[config.mk]
export PLATFORM = sky130hd
export DESIGN_NAME = pe_step
export DESIGN_NICKNAME = d
export VERILOG_FILES = /design/src/sv/pe_pkg.sv /design/src/sv/pe_step.sv
export SDC_FILE = /design/constraint.sdc
export NUM_CORES = 2
export LEC_CHECK = 0
export BUFFER_PORTS_ARGS = -buffer_cell sky130_fd_sc_hd__buf_2
export CAP_MARGIN = 20
export CORE_ASPECT_RATIO = 0.7
export CORE_MARGIN = 1
export CORE_UTILIZATION = 55
export DETAILED_ROUTE_END_ITERATION = 8
export GPL_TIMING_DRIVEN = 1
export PLACE_DENSITY = 0.81
export SYNTH_ARGS = -nofsm -noshare
export SYNTH_HDL_FRONTEND = slang
export SYNTH_SLANG_ARGS = --single-unit
[constraint.sdc]
create_clock -name clk -period 6.84 [get_ports clk]
set_clock_uncertainty 0.15 [all_clocks]
set_input_delay 1.71 -clock clk [delete_from_list [all_inputs] [get_ports clk]]
set_output_delay 1.71 -clock clk [all_outputs]
set_load 0.02 [all_outputs]
[src/sv/pe_pkg.sv]
// ----------------------------------------------------------------------------
// pe_pkg
// Shared types and constants of the polynomial evaluator: Q16.16 word format,
// coefficient register count and the control token that travels through the
// Horner pipeline.
// ----------------------------------------------------------------------------
package pe_pkg;

	localparam int DATA_W    = 32;
	localparam int FRAC_W    = 16;
	localparam int REG_COUNT = 8;
	localparam int IDX_W     = 3;
	localparam int PROD_W    = 2 * DATA_W;
	localparam int SHIFT_W   = PROD_W - FRAC_W;
	localparam int SUM_W     = SHIFT_W + 1;

	typedef logic signed [DATA_W-1:0] word_t;
	typedef logic [IDX_W-1:0] reg_idx_t;

	// Control token carried alongside each item in the pipeline.
	typedef struct packed {
		logic valid;
		logic sat;
	} ctl_t;

endpackage

[src/sv/pe_step.sv]
// ----------------------------------------------------------------------------
// pe_step
// One Horner step in two stages: a registered 32x32 product, then a floor
// shift by the fraction width, the coefficient add and saturation.
// ----------------------------------------------------------------------------
module pe_step (
	input  logic          clk,
	input  logic          arst_n,
	input  logic          en_dn,
	output logic          en_up,
	input  pe_pkg::ctl_t  ctl_in,
	input  pe_pkg::word_t acc_in,
	input  pe_pkg::word_t x_in,
	input  pe_pkg::word_t coef,
	output pe_pkg::ctl_t  ctl_out,
	output pe_pkg::word_t acc_out,
	output pe_pkg::word_t x_out
);

	localparam int HEAD_W = pe_pkg::SUM_W - pe_pkg::DATA_W + 1;

	pe_pkg::ctl_t                       ctl_s1, ctl_s2;
	logic signed [pe_pkg::PROD_W-1:0]  prod_s1;
	pe_pkg::word_t                      x_s1, x_s2, acc_s2;
	logic                               en_s1, en_s2;
	logic signed [pe_pkg::SHIFT_W-1:0] shifted;
	logic signed [pe_pkg::SUM_W-1:0]   sum;
	logic [HEAD_W-1:0]                  head;
	logic                               ovf;
	pe_pkg::word_t                      clamped;

	// A stage loads when it is empty or its successor moves.
	assign en_s2 = !ctl_s2.valid || en_dn;
	assign en_s1 = !ctl_s1.valid || en_s2;
	assign en_up = en_s1;

	// Arithmetic shift of the product is a floor division by 2^16.
	assign shifted = prod_s1[pe_pkg::PROD_W-1:pe_pkg::FRAC_W];
	assign sum     = {shifted[pe_pkg::SHIFT_W-1], shifted}
	               + {{(pe_pkg::SUM_W-pe_pkg::DATA_W){coef[pe_pkg::DATA_W-1]}}, coef};
	assign head    = sum[pe_pkg::SUM_W-1:pe_pkg::DATA_W-1];
	assign ovf     = !((&head) || !(|head));

	always_comb begin
		if (!ovf) begin
			clamped = sum[pe_pkg::DATA_W-1:0];
		end else if (sum[pe_pkg::SUM_W-1]) begin
			clamped = {1'b1, {(pe_pkg::DATA_W-1){1'b0}}};
		end else begin
			clamped = {1'b0, {(pe_pkg::DATA_W-1){1'b1}}};
		end
	end

	always_ff @(posedge clk or negedge arst_n) begin
		if (!arst_n) begin
			ctl_s1 <= '0;
			ctl_s2 <= '0;
		end else begin
			if (en_s1) begin
				ctl_s1 <= ctl_in;
			end
			if (en_s2) begin
				ctl_s2.valid <= ctl_s1.valid;
				ctl_s2.sat   <= ctl_s1.sat | ovf;
			end
		end
	end

	always_ff @(posedge clk) begin
		if (en_s1) begin
			prod_s1 <= pe_pkg::PROD_W'(acc_in) * pe_pkg::PROD_W'(x_in);
			x_s1    <= x_in;
		end
		if (en_s2) begin
			acc_s2 <= clamped;
			x_s2   <= x_s1;
		end
	end

	assign ctl_out = ctl_s2;
	assign acc_out = acc_s2;
	assign x_out   = x_s2;

endmodule

# Yosys cells after proc, flatten, opt, wreduce, memory -nomap -nowiden

Index checks and enable logic that the tools add are counted.

Logic and storage cells: 22
Output and inout bits: 67
Flip-flop bits (word level): 164

Multiplexer cells: 2
Add/subtract/negate cells: 1
Multiply operators: 1
Reduce and logical (&&, ||, !) cells: 9
Bitwise operators: 1

Operator list:

| operator                     | count |
|---|---|
| multiplier 32 x 32 -> 64 bit | 1 |
| 2-to-1 mux 32 bit            | 2 |
| adder 48 x 32 -> 49 bit      | 1 |
| AND reduction 18 bit         | 1 |
| OR reduction 18 bit          | 1 |
| zero test 1 bit              | 4 |
| logical OR 1 bit             | 3 |
| OR 1 bit                     | 1 |

# Logic depth before layout (Yosys ltp)

Depth in word-level cells: 6
Gate-level depth with buffers: 30
Mapped depth without buffers: 29

# Worst setup path after synthesis

Ideal clock, no wire load.

Kind: input -> register
Start point: in acc_in[31]
End point: reg prod_s1[62] (netlist name), data pin
Setup time: 258 ps
Stages: 27
Buffers on the path: 1
Path slack: -2,641 ps
Data arrival time: 9,074 ps
Cells stage by stage: clkbuf_1 > nand2_1 > inv_1 > fa_1 > fa_1 > fa_1 > inv_1 > fa_1 > inv_1 > fa_1 > fa_1 > inv_1 > fa_1 > inv_1 > fa_1 > ha_1 > a21oi_1 > o21ai_0 > a21o_1 > a21oi_1 > o21ai_0 > a21o_1 > a21o_1 > a21oi_1 > o21ai_0 > a21oi_1 > xnor2_1

Cells in the longest elaborated chain, start to end: 1

Ends and longest elaborated chain:

| element                      | line          | RTL |
|---|---|---|
| start, declared              | pe_step.sv:12 | `input pe_pkg::word_t acc_in,` |
| multiplier 32 x 32 -> 64 bit | pe_step.sv:71 | `prod_s1 <= pe_pkg::PROD_W'(acc_in) * pe_pkg::PROD_W'(x_in);` |
| end signal, assigned         | pe_step.sv:71 |  |
| end, declared                | pe_step.sv:23 | `logic signed [pe_pkg::PROD_W-1:0] prod_s1;` |

Every way passes these cells.
A chain may end at the register's enable or synchronous reset.

# Worst setup path after layout

Start point: in x_in[1]
End point: reg prod_s1[63] (netlist name), data pin

Cells in the longest elaborated chain, start to end: 1

Ends and longest elaborated chain:

| element                      | line          | RTL |
|---|---|---|
| start, declared              | pe_step.sv:13 | `input pe_pkg::word_t x_in,` |
| multiplier 32 x 32 -> 64 bit | pe_step.sv:71 |  |

Every way passes these cells.

==> metrics.txt <==
Distinct cells, synth 75; global-route met2 utilization 0.4793; Hold Path Class register to register; Top FF cell, synth edfxtp_1; setup ws final -1.958 ns; wire length per cell after detailed routing 22.71 um; CTS H-tree depth 4; dpl hpwl around 110000 um; via count 33811; crit-path max FO 15; Worst-Margin Slew 0.7418 ns; pin count of the biggest net entering global routing 51; drt first-iter violations 3772; gpl congestion 0.9899; CTS tree yes; met1 usage 0.4787; Final Instance Area 51850 um^2; post-layout net count between 6000 and 7000; Ys Warns 0; Antenna Nets Post-Route 0; final setup violation count 48; relative slew slack 0.5055; fin. max-slew vios 0; antenna violations before repair 2; crit end category register; status finished, violations left; CTS Sinks 148; IO Port Bufs 167; final wirelength 134500 um; hold_buf cts 0; starting density of the core 0.5596; GR Util met3 0.1306; Syn Nets 5798; RSZ-0062 raised after global routing yes; router iterations before antenna repair 6; root buffer cell clkbuf_16; Core ar. 77320 um^2; sequential fraction of the synthesis area 0.1023; ys async rst share 0.02703; cell area after synthesis about 43000 um^2; Worst-path clk slew 0.10 ns; site row count 85; Die X 337.2 um; vias in the first global route 35729; layout cell share with drive strength beyond 1 0.2165; Required @ worst endpoint 6.92 ns; failing checks negative setup slack; grt ovf 0; most common cell after layout, fill and taps aside fa_1; Final Hold Vio Count 0; first-pass GRT wire length 202200 um; area delta synth->final 19.84%; post-synthesis register bit count 148; global route hottest layer met2; fmax 113.7 MHz; Tcrit/Tclk final 1.286; WP data arrival 8.87 ns; Clock Path Buffers 2; synthesized area per cell 9.862 um^2; Crit Path Class input pin to register; MaxCap Viol Count 0; post-DR vias/cell between 5 and 6; Post-synth EDFFs 144; cells after synthesis 4387; die height 236.7 um; Placed Area 48430 um^2; I/O pin cnt 168; All-Layer GR Usage 0.3364; total CTS buffers 17; Setup crit start kind input pin; most frequent cells in the layout 1010 x fa_1, 929 x inv_1, 537 x nand2_1; minimum clock period around 8.8 ns; Worst-Skew Late Latency 0.50 ns; Die Area 79810 um^2; Remaining DRCs 0
cell usage after synthesis (10+ instances only):
cell type	n	area, um^2
fa_1	1082	21660
inv_1	970	3641
nand2_1	555	2083
and2_1	515	3222
ha_1	228	2853
clkbuf_1	198	743.2
edfxtp_1	144	4324
nor2_1	89	334.1
a21oi_1	88	440.4
o21ai_0	59	295.3
xnor2_1	56	490.5
xor2_1	45	394.1
a21o_1	44	330.3
a21boi_2	28	315.3
nor3_1	26	130.1
nand4_1	22	137.6
nand3_1	21	105.1
nand2b_1	20	125.1
a31oi_1	19	118.9
o21a_1	15	112.6
nor2b_1	12	75.07
o21bai_1	12	90.09
and3_1	10	62.56
final timing paths:
path	start	cells after the start	endpoint	slack, ns
min in group asynchronous	arst_n	1	ctl_out[0]	0.87
min	x_s1[16]	0	x_out[16]	0.26
max reg2reg	prod_s1[39]	13	acc_out[1]	2.23
min reg2reg	x_s1[16]	0	x_out[16]	0.26
max	x_in[1]	24	prod_s1[63]	-1.96
max in group asynchronous	arst_n	1	ctl_s1[0]	5.55
registers in the layout (all words and copies together), names as in the netlist:
signal and cells:
prod_s1 48, acc_out 32, x_out 32, x_s1 32
ctl_out 2, ctl_s1 2
kinds of logic (layout without fill, tap and decap cells):
kind of cell,count (synthesis),count (layout),synth area share
AND/OR/NAND/NOR,1296,1296,0.1496
multiplexers,2,2,0.0004916
buffers and inverters,1186,1677,0.1047
flip-flops,148,148,0.1023
adder cells (fa/ha/maj),1310,1310,0.5666
other,0,1,0
AO/OA/AOI/OAI,344,344,0.05599
XOR/XNOR,101,101,0.02045
timing repair:
item                                    CTS  global route
resized for setup                       333           187
pin swaps                               134           111
buffers inserted                         59            30
cloned                                    7             3
endpoints found under the setup margin   48            48
layer usage:
| layer | vias to the layer above | share of wire |
|---|---|---|
| li1 | 13996 | - |
| met1 | 17025 | 0.38 |
| met2 | 2412 | 0.42 |
| met3 | 378 | 0.16 |
| met4 | 0 | 0.035 |
| met5 | - | 0 |
area by class of cell:
type	count	area, um^2
Multi-Input combinational cell	3053	35690
Clock inverter	15	145.1
Inverter	970	3655
Antenna cell	1	2.502
Clock buffer	17	425.4
Timing Repair Buffer	675	6196
Fill cell	5313	25470
Sequential cell	148	4424
Tap cell	1044	1306
stage by stage:
step                      cells  hold WS (ns)  worst slack (ns)  setup TNS [ns]    util
final                      5923        0.2582            -1.958          -67.30  0.6706
after global routing       5922        0.2735            -2.071          -72.51  0.6705
after CTS                  5898        0.2585            -1.734          -58.44  0.6588
after detailed placement   5803        0.2552            -2.540          -96.20  0.6264
after global placement     5803        0.2505            -2.367          -91.59  0.6264
after floorplan            4387        0.2503            -2.012          -58.17       -
worst max-delay path, cell delays in order:
cell	delay (ns)
buf_6	0.15
and2_1	0.19
fa_1	0.50
inv_1	0.08
fa_1	0.66
fa_2	0.55
fa_1	0.57
inv_1	0.08
fa_1	0.52
fa_1	0.44
fa_2	0.61
fa_1	0.52
ha_4	0.30
and3_1	0.21
a31oi_2	0.21
a21oi_2	0.11
a2bb2oi_2	0.19
a221oi_2	0.21
a21bo_2	0.29
a31oi_4	0.27
buf_6	0.15
o21ai_4	0.06
mux2i_1	0.17
nand4_1	0.10
Power is left out: the tool's default activity adds up to more than one toggle a clock period on the data nets, which glitch-free logic cannot reach.
