`config.mk`:
```
export PLATFORM = sky130hd
export DESIGN_NAME = pe_coef_regs_flat
export DESIGN_NICKNAME = d
export VERILOG_FILES = /design/src/sv/pe_pkg.sv /design/src/sv/pe_ifs.sv /design/src/sv/pe_coef_regs.sv /design/src/flat_wrapper.sv
export SDC_FILE = /design/constraint.sdc
export NUM_CORES = 1
export LEC_CHECK = 0
export BUFFER_PORTS_ARGS = -buffer_cell sky130_fd_sc_hd__buf_2
export CAP_MARGIN = 20
export CORE_MARGIN = 2
export CORE_UTILIZATION = 51
export CTS_CLUSTER_SIZE = 28
export DETAILED_ROUTE_END_ITERATION = 8
export GPL_TIMING_DRIVEN = 0
export MAX_ROUTING_LAYER = met4
export PLACE_DENSITY = 0.79
export SLEW_MARGIN = 20
export SYNTH_ARGS = -nofsm -noshare
export SYNTH_HDL_FRONTEND = slang
export SYNTH_SLANG_ARGS = --single-unit
```
`constraint.sdc`:
```
create_clock -name clk -period 0.8 [get_ports clk]
set_input_delay 0.04 -clock clk [delete_from_list [all_inputs] [get_ports clk]]
set_output_delay 0.04 -clock clk [all_outputs]
set_load 0.005 [all_outputs]
```
`src/sv/pe_pkg.sv`:
```
// ----------------------------------------------------------------------------
// pe_pkg
// Shared types and constants of the polynomial evaluator: Q16.16 word format,
// coefficient register count and the control token that travels through the
// Horner pipeline.
// ----------------------------------------------------------------------------
package pe_pkg;

	localparam int DATA_W    = 32;
	localparam int FRAC_W    = 16;
	localparam int REG_COUNT = 8;
	localparam int IDX_W     = 3;
	localparam int PROD_W    = 2 * DATA_W;
	localparam int SHIFT_W   = PROD_W - FRAC_W;
	localparam int SUM_W     = SHIFT_W + 1;

	typedef logic signed [DATA_W-1:0] word_t;
	typedef logic [IDX_W-1:0] reg_idx_t;

	// Control token carried alongside each item in the pipeline.
	typedef struct packed {
		logic valid;
		logic sat;
	} ctl_t;

endpackage

```
`src/sv/pe_ifs.sv`:
```


interface pe_cfg_if;
	logic             valid;
	logic             ready;
	pe_pkg::reg_idx_t index;
	pe_pkg::word_t    data;

	modport source (output valid, output index, output data, input ready);
	modport sink (input valid, input index, input data, output ready);
endinterface

```
`src/sv/pe_coef_regs.sv`:
```
// ----------------------------------------------------------------------------
// pe_coef_regs
// Coefficient register file: eight signed Q16.16 registers written through
// the configuration channel, cleared by reset.
// ----------------------------------------------------------------------------
module pe_coef_regs (
	input  logic          clk,
	input  logic          arst_n,
	pe_cfg_if.sink        cfg,
	output pe_pkg::word_t coefs [pe_pkg::REG_COUNT]
);

	pe_pkg::word_t coef_q [pe_pkg::REG_COUNT];

	assign cfg.ready = 1'b1;

	always_ff @(posedge clk or negedge arst_n) begin
		if (!arst_n) begin
			for (int i = 0; i < pe_pkg::REG_COUNT; i++) begin
				coef_q[i] <= '0;
			end
		end else if (cfg.valid) begin
			coef_q[cfg.index] <= cfg.data;
		end
	end

	assign coefs = coef_q;

endmodule

```
`src/flat_wrapper.sv`:
```
// flat-port wrapper written by rule: the top's interface ports become plain ports
module pe_coef_regs_flat 
  (clk, arst_n, coefs, cfg_valid, cfg_index, cfg_data, cfg_ready);
  pe_cfg_if cfg_i ();
  input  logic clk;
  input  logic arst_n;
  output pe_pkg::word_t coefs[pe_pkg::REG_COUNT];
  input wire logic [$bits(cfg_i.valid)-1:0] cfg_valid;
  input wire logic [$bits(cfg_i.index)-1:0] cfg_index;
  input wire logic [$bits(cfg_i.data)-1:0] cfg_data;
  output wire logic [$bits(cfg_i.ready)-1:0] cfg_ready;
  assign cfg_i.valid = cfg_valid;
  assign cfg_i.index = cfg_index;
  assign cfg_i.data = cfg_data;
  assign cfg_ready = cfg_i.ready;
  pe_coef_regs u_core (.clk(clk), .arst_n(arst_n), .cfg(cfg_i), .coefs(coefs));
endmodule
```
After elaboration in Yosys (flattened, before gate mapping)
Index checks and enable logic that the tools add are counted.

cells by class
  bitwise operators = 1
  multiplexer cells = 3
  order comparisons = 2
  reductions and logical operators = 1

operator list
  kind                                                        count
  bitwise mux 256 bit                                         1
  demux 32 bit (select 3 bit)                                 1
  2-to-1 mux 32 bit                                           1
  greater-or-equal comparator 4 bit, second input constant    1
  less-than comparator 4 x 1 -> 1 bit, second input constant  1
  NOT 3 -> 4 bit                                              1
  logical AND 1 bit                                           1

storage, ports and cells
  register bits after elaboration = 256
  output and inout bits = 257
  logic and storage cells = 15

Depth between registers and ports, before layout
  depth in word-level cells = 6
  depth in mapped cells = 5

Least setup slack after synthesis
No wires, ideal clock.

  path kind = input-to-reg
  from = input port cfg_index[2]
  to = register u_core.coef_q (netlist bit u_core.coefs[225])
  buffers on the path = 2
  stages = 4
  arrival = 1097 ps
  slack = -422 ps
  setup time = 125 ps
  cells stage by stage = buf_4 > nor4b_4 > buf_6 > mux2_2

on the way
  cells in the longest elaborated chain, start to end = 6

RTL lines
  what                                                                                                            RTL line            source
  from (decl)                                                                                                     flat_wrapper.sv:9   input wire logic [$bits(cfg_i.index)-1:0] cfg_index;
  NOT 3 -> 4 bit (implied by the code) *                                                                          pe_coef_regs.sv:23  coef_q[cfg.index] <= cfg.data;
  greater-or-equal comparator 4 bit (implied by the code) or less-than comparator 4 x 1 -> 1 bit (tied branches)  pe_coef_regs.sv:23
  logical AND 1 bit (implied by the code)                                                                         pe_coef_regs.sv:23
  2-to-1 mux 32 bit (implied by the code)                                                                         pe_coef_regs.sv:23
  demux 32 bit (select 3 bit) *                                                                                   pe_coef_regs.sv:23
  bitwise mux 256 bit *                                                                                           pe_coef_regs.sv:23
  to (signal, indexed assignment)                                                                                 pe_coef_regs.sv:23
  to (decl)                                                                                                       pe_coef_regs.sv:13  pe_pkg::word_t coef_q [pe_pkg::REG_COUNT];

Every way passes the cells marked *; elsewhere a longest branch is shown, timed or not.
A chain may end at the register's enable or synchronous reset.

Worst setup path after layout
  from = register u_core.coef_q (netlist bit u_core.coefs[53])
  to = output port coefs[53] in the netlist's numbering

RTL lines
  what       RTL line           source
  to (decl)  flat_wrapper.sv:7  output pe_pkg::word_t coefs[pe_pkg::REG_COUNT];

No word-level cell between the ends.

==> key figures <==
Yosys
  – Synth warnings: 0
  – Combinational family with the most area after synthesis: multiplexers
  – Post-synthesis adder-cell area fraction: 0%
  – Synth Area in Simple Gates: less than 1%
  – Synth unique cells: 11
  – XOR/XNOR Fraction of Synth Area: 0%
  – Multiplexer area fraction after synthesis: 29.9%
  – Sequential-to-total area share from yosys stat: between 60% and 70%
  – Synth Area in Compound Gates: 0%
  – Register bit total from synthesis: about 260
  – Post-Syn Area: roughly 9600 µm²
  – Post-synthesis net count: between 500 and 600
  – Syn avg cell area: ~17 µm²
  – Share of the synthesized area in the top cell type: 66.5%
  – Synth area leaders: dfrtp_1 67%, mux2_2 28%, buf_6 1.5%, mux2_1 1.5%, buf_2 0.83%
  – Mapped Cells: 553
  – Largest area contributor in the netlist: dfrtp_1

Timing
  – Fin crit period: 1.12 ns
  – Setup tns final: -78.12 ns
  – FMAX: slightly below 0.9 GHz
  – Hold Vio Cnt, Final: roughly 130
  – Max-slew violation count: 0
  – Clock skew: 0 ns
  – Relative slew slack: between 50 and 60%
  – Final-report setup violation count: 358
  – Fin worst setup slack: -0.319 ns
  – Actual slew at the worst max-slew pin: between 0.6 and 0.7 ns
  – WHS: -0.511 ns
  – RSZ-0062 raised after global routing: yes
  – Period utilisation layout: 140%

Clocking
  – Max clock buf depth: 3
  – CTS tree: done
  – Clock Sink Count: ~260
  – CTS Root Buffer Type: clkbuf_16
  – Hold buffers post-CTS: 32
  – Worst-path clk slew: around 0.06 ns
  – # H-tree levels: 1
  – TritonCTS Buffers: 27
  – Worst-Skew Late Latency: approximately 0.52 ns

Worst setup path
  – Peak fanout along the critical path: 2
  – Setup CP Type: flip-flop to primary output
  – Reg2reg start: u_core.coefs[53]$_DFFE_PN0P_
  – Worst Setup End Kind: primary output
  – Max incr delay on CP: around 0.40 ns
  – Buffers & Inverters on Critical Path: 1
  – Worst-path cell chain: buf_2
  – Levels on crit path: 1
  – CP max-delay cell: dfrtp_1
  – Worst EP required: ~0.76 ns
  – Worst R2R Setup Slack: -0.23 ns
  – R2R Path End: u_core.coefs[53]$_DFFE_PN0P_
  – Path depth of the worst reg2reg path: 3
  – CP Launch Type: flip-flop
  – Worst Path Arrival: about 1.1 ns
  – Critical path's top delay family: flip-flops

Cells and area
  – Finished layout cell area: around 14000 µm²
  – Final nets: around 1.0k
  – Layout cell share with drive strength beyond 1: a little over two thirds
  – Post-Route Utilization: around 77%
  – Antenna cells: 0
  – Layout area overhead: 49.0%
  – Max reg flops: 256

Drt
  – Routed Antenna Nets: 0
  – Initial drt markers: 199
  – DRT Wirelength: roughly 28 mm
  – DRT Pass-1 Iters: 4
  – Residual DRC: 0
  – Vias: 6579
  – Wire per inst: 22.7 µm
  – Drt via density: about 5.3

Floorplanning
  – Die Width: between 100 and 150 µm
  – Die Height: 141 µm
  – Core area: about 19000 µm²
  – Die area: about 20000 µm²
  – Initial Util: 51.6%
  – Ports: 295
  – Cell Rows: 50

Run
  – Maxcap violations: 0

Outcome
  – Status: complete, but fails checks
  – Failing checks: hold timing, setup timing

Power
  – Worst IR drop on VDD: around 2.2 mV
  – P_leak: just over 7 nW
  – Pwr Total: a little over 40 mW
  – Power density over cell area: 2830 nW/µm²

GRT
  – GRT Overall Usage: between 20% and 30%
  – Largest net degree at the start of global routing: 98
  – First-pass GRT wire length: 40.2 mm
  – Total grt overflow: 0
  – Number of global-route vias before repair: between 6k and 7k
  – Initial antenna violation count: 0

Place
  – Gpl congestion: between 0.7 and 0.8
  – DP HPWL: around 16 mm
  – Pre-CTS WS: -0.584 ns
  – DP Area: roughly 12000 µm²
  – IO Port Bufs: between 200 and 300

Hold path
  – Worst hold path type: input pin to async pin
layout by cell type, fill, tap and decap left out, types with 8 or more instances in the layout:
cell type / count
buf_6: 89
clkbuf_16: 30
mux2_4: 116
dlygate4sd3_1: 32
buf_4: 34
dfrtp_1: 256
mux2_2: 137
buf_2: 280
buf_8: 8
metrics by stage:
| step | hold WS [ns] | std cells |
|---|---|---|
| after floorplan | -0.256 | 553 |
| after global placement | 0.370 | 1076 |
| after detailed placement | 0.0555 | 1078 |
| after CTS | -0.492 | 1231 |
| after global routing | -0.470 | 1253 |
| final | -0.511 | 1253 |
how the worst max path moves through the flow:
stage                                    end                           from  slack, ns
6_report                           coefs[53]   u_core.coefs[53]$_DFFE_PN0P_      -0.32
5_1_grt                           coefs[134]  u_core.coefs[134]$_DFFE_PN0P_      -0.34
4_1_cts                           coefs[189]  u_core.coefs[189]$_DFFE_PN0P_      -0.33
3_5_place_dp   u_core.coefs[247]$_DFFE_PN0P_                   cfg_index[2]      -0.58
3_3_place_gp    u_core.coefs[30]$_DFFE_PN0P_                         arst_n      -4.85
2_1_floorplan  u_core.coefs[225]$_DFFE_PN0P_                   cfg_index[2]      -0.41
power breakdown:
group          switching (mW)  internal (mW)  total [mW]
combinational            3.84           6.68        10.5
sequential               1.71           15.8        17.5
clock                    5.01           7.60        12.6
total                    10.6           30.1        40.6
layer usage:
layer	part of all wire [%]	vias up	GRT usage, %
met4	2.8	0	7.53
met5	0	-	-
met3	5.3	59	4.93
met1	42	3427	34.2
li1	-	2859	-
met2	50	234	44.9
synthesized netlist by cell type (all sizes together):
library cell and n:
buf 32, nor4bb 3, conb 1, dfrtp 256, nand4 1, mux2 256, nand4b 3, nor4b 1
area by class of cell:
| class | instances | area, µm² |
|---|---|---|
| Sequential cell | 256 | 6410 |
| Fill cell | 1061 | 4290 |
| Multi-Input combinational cell | 265 | 3430 |
| Timing Repair Buffer | 421 | 2910 |
| Clock buffer | 36 | 759 |
| Buffer | 32 | 419 |
| Tap cell | 234 | 293 |
| Clock inverter | 9 | 133 |
cell families (layout without fill, tap and decap cells):
logic type	after synthesis	count (layout)
buffers and inverters	32	498
flip-flops	256	256
multiplexers	256	256
other	1	1
AND/OR/NAND/NOR	8	8
timing repair:
action / in CTS / in global routing
endpoints found under the setup margin: 292 / 362
hold endpoints to repair: 330 / 74
resized for setup: 18 / 112
setup buffers: 76 / 50
pin swaps: 2 / 1
gates cloned: 0 / 3
Power figures use the tool's default switching activity.
